## config.mk

```make
export PLATFORM = sky130hd
export DESIGN_NAME = ascending_priority_queue
export DESIGN_NICKNAME = d
export VERILOG_FILES = /design/src/sv/apq_pkg.sv /design/src/sv/apq_cell.sv /design/src/sv/ascending_priority_queue.sv
export SDC_FILE = /design/constraint.sdc
export NUM_CORES = 1
export LEC_CHECK = 0
export BUFFER_PORTS_ARGS = -buffer_cell sky130_fd_sc_hd__buf_2
export CAP_MARGIN = 30
export CORE_MARGIN = 2
export CORE_UTILIZATION = 30
export CTS_BUF_LIST = sky130_fd_sc_hd__clkbuf_8
export CTS_CLUSTER_DIAMETER = 200
export DETAILED_ROUTE_END_ITERATION = 6
export GPL_TIMING_DRIVEN = 0
export PLACE_DENSITY = 0.48
export SETUP_SLACK_MARGIN = 0.5
export SLEW_MARGIN = 20
export SYNTH_ARGS = -nofsm -noshare
export SYNTH_HDL_FRONTEND = slang
export SYNTH_SLANG_ARGS = --single-unit
export TNS_END_PERCENT = 1
```

## constraint.sdc

```tcl
create_clock -name clk_i -period 5.8 [get_ports clk_i]
set_input_delay 0 -clock clk_i [delete_from_list [all_inputs] [get_ports clk_i]]
set_output_delay 0 -clock clk_i [all_outputs]
set_load 0.1 [all_outputs]
```

## src/sv/apq_pkg.sv

```systemverilog
// ----------------------------------------------------------------------------
// apq_pkg
// Shared codes and types for the ascending priority queue.
// ----------------------------------------------------------------------------
package apq_pkg;

  // Width of the count field in a result transaction
  localparam int unsigned COUNT_W = 4;

  typedef enum logic {
    CMD_INSERT = 1'b0,
    CMD_DELETE = 1'b1
  } cmd_e;

  typedef enum logic [1:0] {
    ST_OK       = 2'd0,
    ST_OVERFLOW = 2'd1,
    ST_EMPTY    = 2'd2
  } status_e;

  // Per-cycle command broadcast to every cell of the chain
  typedef struct packed {
    logic ins;  // insert the broadcast value
    logic del;  // shift every entry one place toward the head
  } cell_ctrl_t;

endpackage

```

## src/sv/apq_cell.sv

```systemverilog
// ----------------------------------------------------------------------------
// apq_cell
// One slot of the sorted chain: holds an entry, compares it against the
// broadcast value and takes its own, its left or its right neighbor's data, or the broadcast value.
// ----------------------------------------------------------------------------
module apq_cell
  import apq_pkg::*;
#(
  parameter int unsigned VALUE_WIDTH = 16,
  parameter int unsigned CNT_W       = 4,
  parameter int unsigned INDEX       = 0
) (
  input  logic                   clk_i,
  input  cell_ctrl_t             ctrl_i,
  input  logic [VALUE_WIDTH-1:0] value_i,
  input  logic [CNT_W-1:0]       count_i,
  input  logic [VALUE_WIDTH-1:0] left_entry_i,
  input  logic                   left_gt_i,
  input  logic [VALUE_WIDTH-1:0] right_entry_i,
  output logic [VALUE_WIDTH-1:0] entry_o,
  output logic                   gt_o
);

  logic [VALUE_WIDTH-1:0] entry_q, entry_d;
  logic                   occupied;

  assign occupied = count_i > CNT_W'(INDEX);
  // An empty slot counts as greater so the new value lands at the tail
  assign gt_o     = occupied ? ($signed(entry_q) > $signed(value_i)) : 1'b1;
  assign entry_o  = entry_q;

  always_comb begin
    entry_d = entry_q;
    if (ctrl_i.ins) begin
      if (left_gt_i) begin
        entry_d = left_entry_i;
      end else if (gt_o) begin
        entry_d = value_i;
      end
    end else if (ctrl_i.del) begin
      entry_d = right_entry_i;
    end
  end

  always_ff @(posedge clk_i) begin
    entry_q <= entry_d;
  end

endmodule

```

## src/sv/ascending_priority_queue.sv

```systemverilog
// Ascending priority queue. Holds up to CAPACITY signed values in a chain of
// cells kept in ascending order. An insert transaction (tuser = 0) places the
// value behind every stored entry less than or equal to it; a delete
// transaction (tuser = 1) removes and returns the smallest entry. Every
// transaction yields one result: removed value (zero unless a delete
// succeeded), a status code (ok, overflow, empty) and the entry count after
// the command. Each cell compares its entry against the broadcast value in
// the same cycle and shifts or loads, and commands are accepted every cycle
// while results are taken; the result is registered at the output. The next
// command may enter in the cycle the waiting result is taken, but a result
// held by a stalled receiver holds the input off until that result
// transaction completes.
// ----------------------------------------------------------------------------
// ascending_priority_queue
// Sorted chain of cells with a count register and a registered result.
// ----------------------------------------------------------------------------
module ascending_priority_queue
  import apq_pkg::*;
#(
  parameter int unsigned CAPACITY    = 8,
  parameter int unsigned VALUE_WIDTH = 16,
  localparam int unsigned IN_W       = ((VALUE_WIDTH + 7) / 8) * 8,
  localparam int unsigned OUT_RAW_W  = VALUE_WIDTH + 2 + COUNT_W,
  localparam int unsigned OUT_W      = ((OUT_RAW_W + 7) / 8) * 8
) (
  input  logic             clk_i,
  input  logic             rst_ni,
  input  logic             s_axis_tvalid_i,
  output logic             s_axis_tready_o,
  input  logic [IN_W-1:0]  s_axis_tdata_i,   // new_value
  input  logic             s_axis_tuser_i,   // command
  output logic             m_axis_tvalid_o,
  input  logic             m_axis_tready_i,
  output logic [OUT_W-1:0] m_axis_tdata_o    // removed_value, status, count_after
);

  localparam int unsigned CNT_W = $clog2(CAPACITY + 1);

  logic [CNT_W-1:0]       count_q, count_d;
  logic                   out_valid_q;
  logic [OUT_RAW_W-1:0]   out_data_q, out_data_d;
  logic                   accept, full, empty;
  logic [VALUE_WIDTH-1:0] value;
  cell_ctrl_t             ctrl;
  status_e                status;
  logic [VALUE_WIDTH-1:0] removed;
  logic [CNT_W+COUNT_W-1:0] count_ext;

  logic [VALUE_WIDTH-1:0] entry [CAPACITY];
  logic [CAPACITY-1:0]    gt;

  assign s_axis_tready_o = !out_valid_q || m_axis_tready_i;
  assign accept          = s_axis_tvalid_i && s_axis_tready_o;
  assign value           = s_axis_tdata_i[VALUE_WIDTH-1:0];
  assign full            = count_q == CNT_W'(CAPACITY);
  assign empty           = count_q == '0;

  always_comb begin
    ctrl    = '0;
    count_d = count_q;
    status  = ST_OK;
    removed = '0;
    if (s_axis_tuser_i == CMD_INSERT) begin
      if (full) begin
        status = ST_OVERFLOW;
      end else begin
        ctrl.ins = accept;
        count_d  = count_q + 1'b1;
      end
    end else begin
      if (empty) begin
        status = ST_EMPTY;
      end else begin
        ctrl.del = accept;
        count_d  = count_q - 1'b1;
        removed  = entry[0];
      end
    end
    count_ext  = {{COUNT_W{1'b0}}, count_d};
    out_data_d = {count_ext[COUNT_W-1:0], status, removed};
  end

  for (genvar i = 0; i < CAPACITY; i++) begin : g_cell
    logic [VALUE_WIDTH-1:0] left_entry, right_entry;
    logic                   left_gt;

    if (i == 0) begin : g_head
      assign left_entry = value;
      assign left_gt    = 1'b0;
    end else begin : g_body
      assign left_entry = entry[i-1];
      assign left_gt    = gt[i-1];
    end

    if (i == CAPACITY - 1) begin : g_tail
      assign right_entry = entry[i];
    end else begin : g_inner
      assign right_entry = entry[i+1];
    end

    apq_cell #(
      .VALUE_WIDTH (VALUE_WIDTH),
      .CNT_W       (CNT_W),
      .INDEX       (i)
    ) u_cell (
      .clk_i         (clk_i),
      .ctrl_i        (ctrl),
      .value_i       (value),
      .count_i       (count_q),
      .left_entry_i  (left_entry),
      .left_gt_i     (left_gt),
      .right_entry_i (right_entry),
      .entry_o       (entry[i]),
      .gt_o          (gt[i])
    );
  end

  always_ff @(posedge clk_i or negedge rst_ni) begin
    if (!rst_ni) begin
      count_q     <= '0;
      out_valid_q <= 1'b0;
    end else begin
      if (accept) begin
        count_q     <= count_d;
        out_valid_q <= 1'b1;
      end else if (m_axis_tready_i) begin
        out_valid_q <= 1'b0;
      end
    end
  end

  // Hold the result until the downstream transaction completes
  always_ff @(posedge clk_i) begin
    if (accept) begin
      out_data_q <= out_data_d;
    end
  end

  assign m_axis_tvalid_o = out_valid_q;
  assign m_axis_tdata_o  = OUT_W'(out_data_q);

`ifndef SYNTHESIS
  a_count_bound: assert property (@(posedge clk_i) disable iff (!rst_ni)
    count_q <= CNT_W'(CAPACITY))
    else $error("entry count above capacity");

  a_count_step: assert property (@(posedge clk_i) disable iff (!rst_ni)
    !accept |=> $stable(count_q))
    else $error("entry count changed without a transaction");

  a_empty_result: assert property (@(posedge clk_i) disable iff (!rst_ni)
    accept && s_axis_tuser_i == CMD_DELETE && empty |=>
      out_data_q[VALUE_WIDTH +: 2] == ST_EMPTY && count_q == '0 &&
      out_data_q[VALUE_WIDTH-1:0] == '0)
    else $error("empty delete result malformed");

  a_overflow_hold: assert property (@(posedge clk_i) disable iff (!rst_ni)
    accept && s_axis_tuser_i == CMD_INSERT && full |=>
      count_q == CNT_W'(CAPACITY) && out_data_q[VALUE_WIDTH +: 2] == ST_OVERFLOW)
    else $error("overflow insert changed the queue");
`endif

endmodule
```

* Word-level counts from Yosys, hierarchy flattened *
Cells that the tools add are included.

storage, ports and cells
  bits in registers = 155
  input bits = 21
  output and inout port bits = 26
  logic and storage cells = 104

cells by class
  $add $sub $neg = 2
  order comparisons = 16
  eq/ne operators = 8
  muxes and demuxes = 49
  bitwise gates (word level) = 1
  reductions and logical operators = 16

operator list
  operator               count
  $mux W16               29
  $gt A16 B16 Y1         8
  $ne A3 B1 Y1 const B   6
  $gt A4 B3 Y1 const B   4
  $reduce_and A2 Y1      8
  $mux W1                15
  $mux W4                3
  $gt A4 B1 Y1 const B   2
  $gt A4 B2 Y1 const B   2
  $reduce_bool A2 Y1     3
  $add A4 B1 Y4 const B  1
  $eq A4 B4 Y1 const B   1
  $logic_not A4 Y1       1
  $mux W2                2
  $sub A4 B1 Y4 const B  1
  $ne A2 B1 Y1 const B   1
  $reduce_or A2 Y1       1
  $logic_and A1 B1 Y1    1
  $logic_not A1 Y1       1
  $logic_or A1 B1 Y1     1
  $not A1 Y1             1

* Logic depth before layout (Yosys ltp) *
  word-level depth = 7
  mapped depth = 11
  gate-level depth less buffers = 8

* Modules after synthesis *
A second synthesis with hierarchy kept.

second synthesis, totals
  cell total of the unflattened synthesis = 1191
  area, all modules = 11717.5 µm²

modules (own cells, without submodules)
  module                        times used  cells an instance  area each (µm²)  seq. area each (µm²)
  apq_cell at g_cell[4].u_cell  1           144                1380.1           480.5
  apq_cell at g_cell[5].u_cell  1           141                1371.3           480.5
  apq_cell at g_cell[3].u_cell  1           138                1330.0           480.5
  ascending_priority_queue      1           106                1300.0           785.8
  apq_cell at g_cell[2].u_cell  1           132                1281.2           480.5
  apq_cell at g_cell[1].u_cell  1           133                1273.7           480.5
  apq_cell at g_cell[6].u_cell  1           133                1268.7           480.5
  apq_cell at g_cell[0].u_cell  1           133                1267.5           480.5
  apq_cell at g_cell[7].u_cell  1           131                1244.9           480.5

* Least setup slack after synthesis *
OpenSTA, ideal clock, no wires.

  path type = register to register
  start point = register out_valid_q (netlist: m_axis_tvalid_o)
  end point = register g_cell[7].u_cell.entry_q[0], enable pin
  setup time = 0.411 ns
  arrival time = 4.263 ns
  data required time = 5.389 ns
  setup slack = 1.126 ns
  stages on the path, launching flop included = 8
  buffers on the path = 1
  period minus slack after synthesis = 4.674 ns
  path through = dfrtp_1 -> nand2b_1 -> nand2_1 -> inv_1 -> nand2_1 -> clkbuf_1 -> a211o_1 -> o21ai_0

on the way
  cells in the longest elaborated chain, start to end = 6

RTL lines
  what                                line                             text
  start: declaration                  ascending_priority_queue.sv:40   logic out_valid_q;
  start signal: assignment            ascending_priority_queue.sv:121  out_valid_q <= 1'b0;
  start signal: assignment            ascending_priority_queue.sv:125  out_valid_q <= 1'b1;
  start signal: assignment            ascending_priority_queue.sv:127  out_valid_q <= 1'b0;
  $logic_not A1 Y1                    ascending_priority_queue.sv:52   assign s_axis_tready_o = !out_valid_q || m_axis_tready_i;
  $logic_or A1 B1 Y1                  ascending_priority_queue.sv:52
  via s_axis_tready_o                 ascending_priority_queue.sv:29   output logic s_axis_tready_o,
  $logic_and A1 B1 Y1                 ascending_priority_queue.sv:53   assign accept = s_axis_tvalid_i && s_axis_tready_o;
  via accept                          ascending_priority_queue.sv:42   logic accept, full, empty;
  $mux W1                             ascending_priority_queue.sv:64   if (full) begin
  $mux W1                             ascending_priority_queue.sv:63   if (s_axis_tuser_i == CMD_INSERT) begin
  $reduce_and A2 Y1 (no source line)  -
  end signal: assignment              apq_cell.sv:46                   entry_q <= entry_d;
  end: declaration                    apq_cell.sv:24                   logic [VALUE_WIDTH-1:0] entry_q, entry_d;

The timed path passes the listed nets, and every way through them passes these cells.
A chain may end at the register's enable or synchronous reset.

* Worst setup path in the final report *
  start point = register count_q[0]
  end point = register g_cell[7].u_cell.entry_q[15], enable pin

on the way
  cells in the longest elaborated chain, start to end = 4
  elaborated cells on any way between the ends = 9
  classes of those cells = order compare (2); eq/ne (1); mux (4); reduce/logical (2)

RTL lines
  what                                                            line                                            text
  start: declaration                                              ascending_priority_queue.sv:39                  logic [CNT_W-1:0] count_q, count_d;
  start signal: assignment                                        ascending_priority_queue.sv:124                 count_q <= count_d;
  $gt A4 B3 Y1 or $eq A4 B4 Y1 (tied branches)                    apq_cell.sv:27, ascending_priority_queue.sv:55
  $mux W1 (on tied branches)                                      apq_cell.sv:29, ascending_priority_queue.sv:64
  $reduce_bool A2 Y1 (no source line) or $mux W1 (tied branches)  -
  $reduce_and A2 Y1 (no source line) (*)                          -

Every way passes the cells marked *; elsewhere a longest branch is shown, timed or not.

==> results.toml <==
[run_status]
outcome = "complete, no violations"

[worst_hold_path]
worstHoldPathType = "primary input to flip-flop"

[critical_path]
dominant_cell_type_by_count_on_the_critical_path = "sky130_fd_sc_hd__clkbuf_1"
critPathSlowestCell = "sky130_fd_sc_hd__clkbuf_1"
startpoint_to_endpoint_class_of_the_critical_path = "flip-flop to flip-flop"
critical_path.max_stage_delay_ps = 570
start_kind = "flip-flop"
cell_by_cell_trace_of_the_critical_path = "inv_1 -> ha_1 -> clkbuf_1 -> nand2_1 -> o21bai_1 -> nor2_1 -> clkbuf_1 -> clkbuf_1 -> o21ai_0 -> o21ai_2 -> buf_6"
cp_data_required_time_ps = 5990
maximum_fanout_count_along_the_critical_path = 10
timing.critical_path.buf_inv = 5
critical_path_arrival_ps = 4340
timing.critical_path.max_delay_family = "buffers and inverters"
crit_path_end_kind = "flip-flop"

[yosys]
synth_warnings = 0
synth_area_sq_um = 10700
synth_sequential_area_ratio_pct = 43.2
syn-mean-instance-area_sq_um = 9.96
synth-main-ff-cell = "sky130_fd_sc_hd__edfxtp_1"
synth.lib_cells_used.distinct = 66
ys_seq_elements = 155
asyncSetResetFlopFracSynth_pct = 3.23
synth_edf_count = 150
netlist_instances = 1076

[global_route]
grt_antenna_before_repair = 0
number_of_global_route_vias_before_repair = 9091
largest_net_degree_at_the_start_of_global_routing = 20
grt_use_total_pct = 20.3
global_route.overflow_total = 0
grt_pass1_wl_um = 55600

[clock_tree]
post_cts.resized_instances = 0
cts_tree = "done"
cts-root-buf = "sky130_fd_sc_hd__clkbuf_8"
cts-buffers-inserted = 17
clkSlewWorstSetupHoldPaths_ps = 100
worstSkewPairLatency_ps = 490
clk_sinks = 155
cts_hold_buf = 11
cts_htree_levels = 4
post-cts-setup-buffers = 0
cts.path.max_buffers = 2

[power_and_ir_drop]
pwr_density_cell_nw_per_um2 = 345
irDropWorstVdd_v = 0.000151
total_power_draw_mw = 4.19
leakagePower_nw = 4.71

[route]
first_pass_iteration_count_of_the_detailed_router = 5
via_count = 9043
drc = 0
drt-vias-per-instance = 5.54
routedWlPerCell_um = 22.6
detail_route.iter0.violations = 765
ant_nets = 0
routed_wirelength_um = 36900

[die]
io-pin-count = 47
die_h_um = 193
floorplan.core_area_sq_um = 35400
start_util_pct = 30.3
placement_rows = 69
floorplan.die.width_um = 193
die_area_sq_um = 37200

[sta]
max_freq_mhz = 241
final_worst_path_period_share_pct = 71.6
clock-skew-final_ps = 24.0
normalized_max_slew_margin_pct = 42.7
min_period_ps = 4150
rsz0062_at_grt = "no"
tightest_slew_ps = 859
final_hold_fails = 0
count_of_final_max_slew_check_failures = 0
finalSetupTns_ps = 0
report.final.setup_viol = 0

[final_layout]
fill_cells = 3661
synthToLayoutAreaGrowth_pct = 13.3
multi_input_area_sq_um = 5720
layout.area.seq_sq_um = 4630
instances_no_fill = 1631
number_of_antenna_cells_inserted = 0
finish.net_count = 1310
layout-drive-gt1-share_pct = 11.7

[place]
routabilityCongestion = 0.860
dp_hpwl_um = 30500
port_buffers = 42
numPlacedInstances = 1588

[flow_run]
timing.max_cap.violations = 0
## path summary, 6_finish.rpt
path | start | to | slack [ps] | cells past startpoint
min reg2reg | g_cell[6].u_cell.entry_o[0] | g_cell[7].u_cell.entry_o[0] | 610 | 1
max reg2reg | count_q[0] | g_cell[7].u_cell.entry_o[15] | 1650 | 11
min | s_axis_tdata_i[11] | g_cell[7].u_cell.entry_o[11] | 40 | 2
max in group asynchronous | rst_ni | count_q[1] | 5170 | 3
min in group asynchronous | rst_ni | count_q[0] | 420 | 3
max | count_q[0] | g_cell[7].u_cell.entry_o[15] | 1650 | 11
## sequential cells by signal, indices dropped and copies added, names as in the netlist
| register | cells |
|---|---|
| m_axis_tvalid_o | 1 |
| g_cell.u_cell.entry_o | 128 |
| out_data_q | 22 |
| count_q | 4 |
## Yosys cell counts, types with 8 or more instances
master | n | area, sq um
sky130_fd_sc_hd__edfxtp_1 | 150 | 4500
sky130_fd_sc_hd__a21oi_1 | 136 | 681
sky130_fd_sc_hd__ha_1 | 132 | 1650
sky130_fd_sc_hd__nor2_1 | 110 | 413
sky130_fd_sc_hd__o21ai_0 | 92 | 460
sky130_fd_sc_hd__a31oi_1 | 85 | 532
sky130_fd_sc_hd__nand2_1 | 47 | 176
sky130_fd_sc_hd__clkbuf_1 | 44 | 165
sky130_fd_sc_hd__inv_1 | 39 | 146
sky130_fd_sc_hd__a21o_1 | 25 | 188
sky130_fd_sc_hd__nand4_1 | 19 | 119
sky130_fd_sc_hd__and3_1 | 17 | 106
sky130_fd_sc_hd__mux2_2 | 17 | 191
sky130_fd_sc_hd__o21a_1 | 16 | 120
sky130_fd_sc_hd__a221o_1 | 14 | 140
sky130_fd_sc_hd__buf_2 | 10 | 50.1
sky130_fd_sc_hd__nand2b_1 | 9 | 56.3
sky130_fd_sc_hd__o21ai_1 | 8 | 40.0
## cells by family (layout without fill, tap and decap cells)
group                      after synthesis  in the layout  synth area share [%]
AOI/OAI and AO/OA                      425            425                  24.3
other                                    1              2                0.0350
xor gates and xnor gates                 2              2                 0.164
adders and majority gates              132            132                  15.4
muxes                                   19             19                  2.00
DFF                                    155            155                  43.2
and+or+nand+nor                        240            240                  11.0
buffers and inverters                  102            195                  3.97
## worst reg2reg max path: stages, from the launching register on
cell and delay (ps):
sky130_fd_sc_hd__dfrtp_1 530, sky130_fd_sc_hd__inv_1 130, sky130_fd_sc_hd__ha_1 210, sky130_fd_sc_hd__clkbuf_1 170, sky130_fd_sc_hd__nand2_1 160, sky130_fd_sc_hd__o21bai_1 150
sky130_fd_sc_hd__nor2_1 470, sky130_fd_sc_hd__clkbuf_1 520, sky130_fd_sc_hd__clkbuf_1 580, sky130_fd_sc_hd__o21ai_0 390, sky130_fd_sc_hd__o21ai_2 320, sky130_fd_sc_hd__buf_6 220
## area by class of cell
| class | instances | area share (%) |
|---|---|---|
| timing repair buffer | 61 | 3.41 |
| clock buffer | 17 | 1.93 |
| buffer | 63 | 2.30 |
| tap | 461 | 4.75 |
| inverter | 39 | 1.21 |
| sequential | 155 | 38.1 |
| clock inverter | 15 | 1.15 |
| multi-input combinational | 820 | 47.1 |
## where the power goes
| part | internal, mW | switching, mW |
|---|---|---|
| logic | 0.533 | 1.22 |
| clock network | 0.346 | 0.479 |
| registers | 1.48 | 0.134 |
## placed cells by master, fill, tap and decap left out, drive strengths merged, types with 7 or more instances in the layout
cell / synthesis / routed
a21o: 25 / 25
clkinv: 0 / 8
nor3: 7 / 7
ha: 132 / 132
a221o: 14 / 14
dlygate4sd3: 0 / 11
edfxtp: 150 / 150
a21oi: 137 / 137
nor2: 111 / 111
buf: 19 / 69
o21a: 16 / 16
o21ai: 101 / 101
inv: 39 / 44
nand2: 47 / 47
a31oi: 87 / 87
nand2b: 9 / 9
nor4: 7 / 7
clkbuf: 44 / 61
and3: 17 / 17
nand4: 23 / 23
mux2: 19 / 19
## metal layers
layer	vias up	wire length, um	part of all wire (%)	GRT usage, %
li1	4338	-	-	-
met1	4419	16900	46	27.9
met2	263	17500	47	33.9
met3	23	2010	5.5	2.82
met4	0	529	1.4	4.75
met5	-	0	0	0
## per-stage QoR
step | cell area (sq um) | setup slack (ps) | hold WS [ps] | util [%]
final | 12100 | 1650 | 36.3 | 34.3
after global routing | 12100 | 1410 | 25.9 | 34.3
after global placement | 11500 | 653 | -173 | 32.5
after floorplan | 10700 | 1130 | -296 | -
after CTS | 12100 | 1640 | 11.4 | 34.3
after detailed placement | 11700 | 1680 | -176 | 32.9
(Power assumes the default switching activity.)
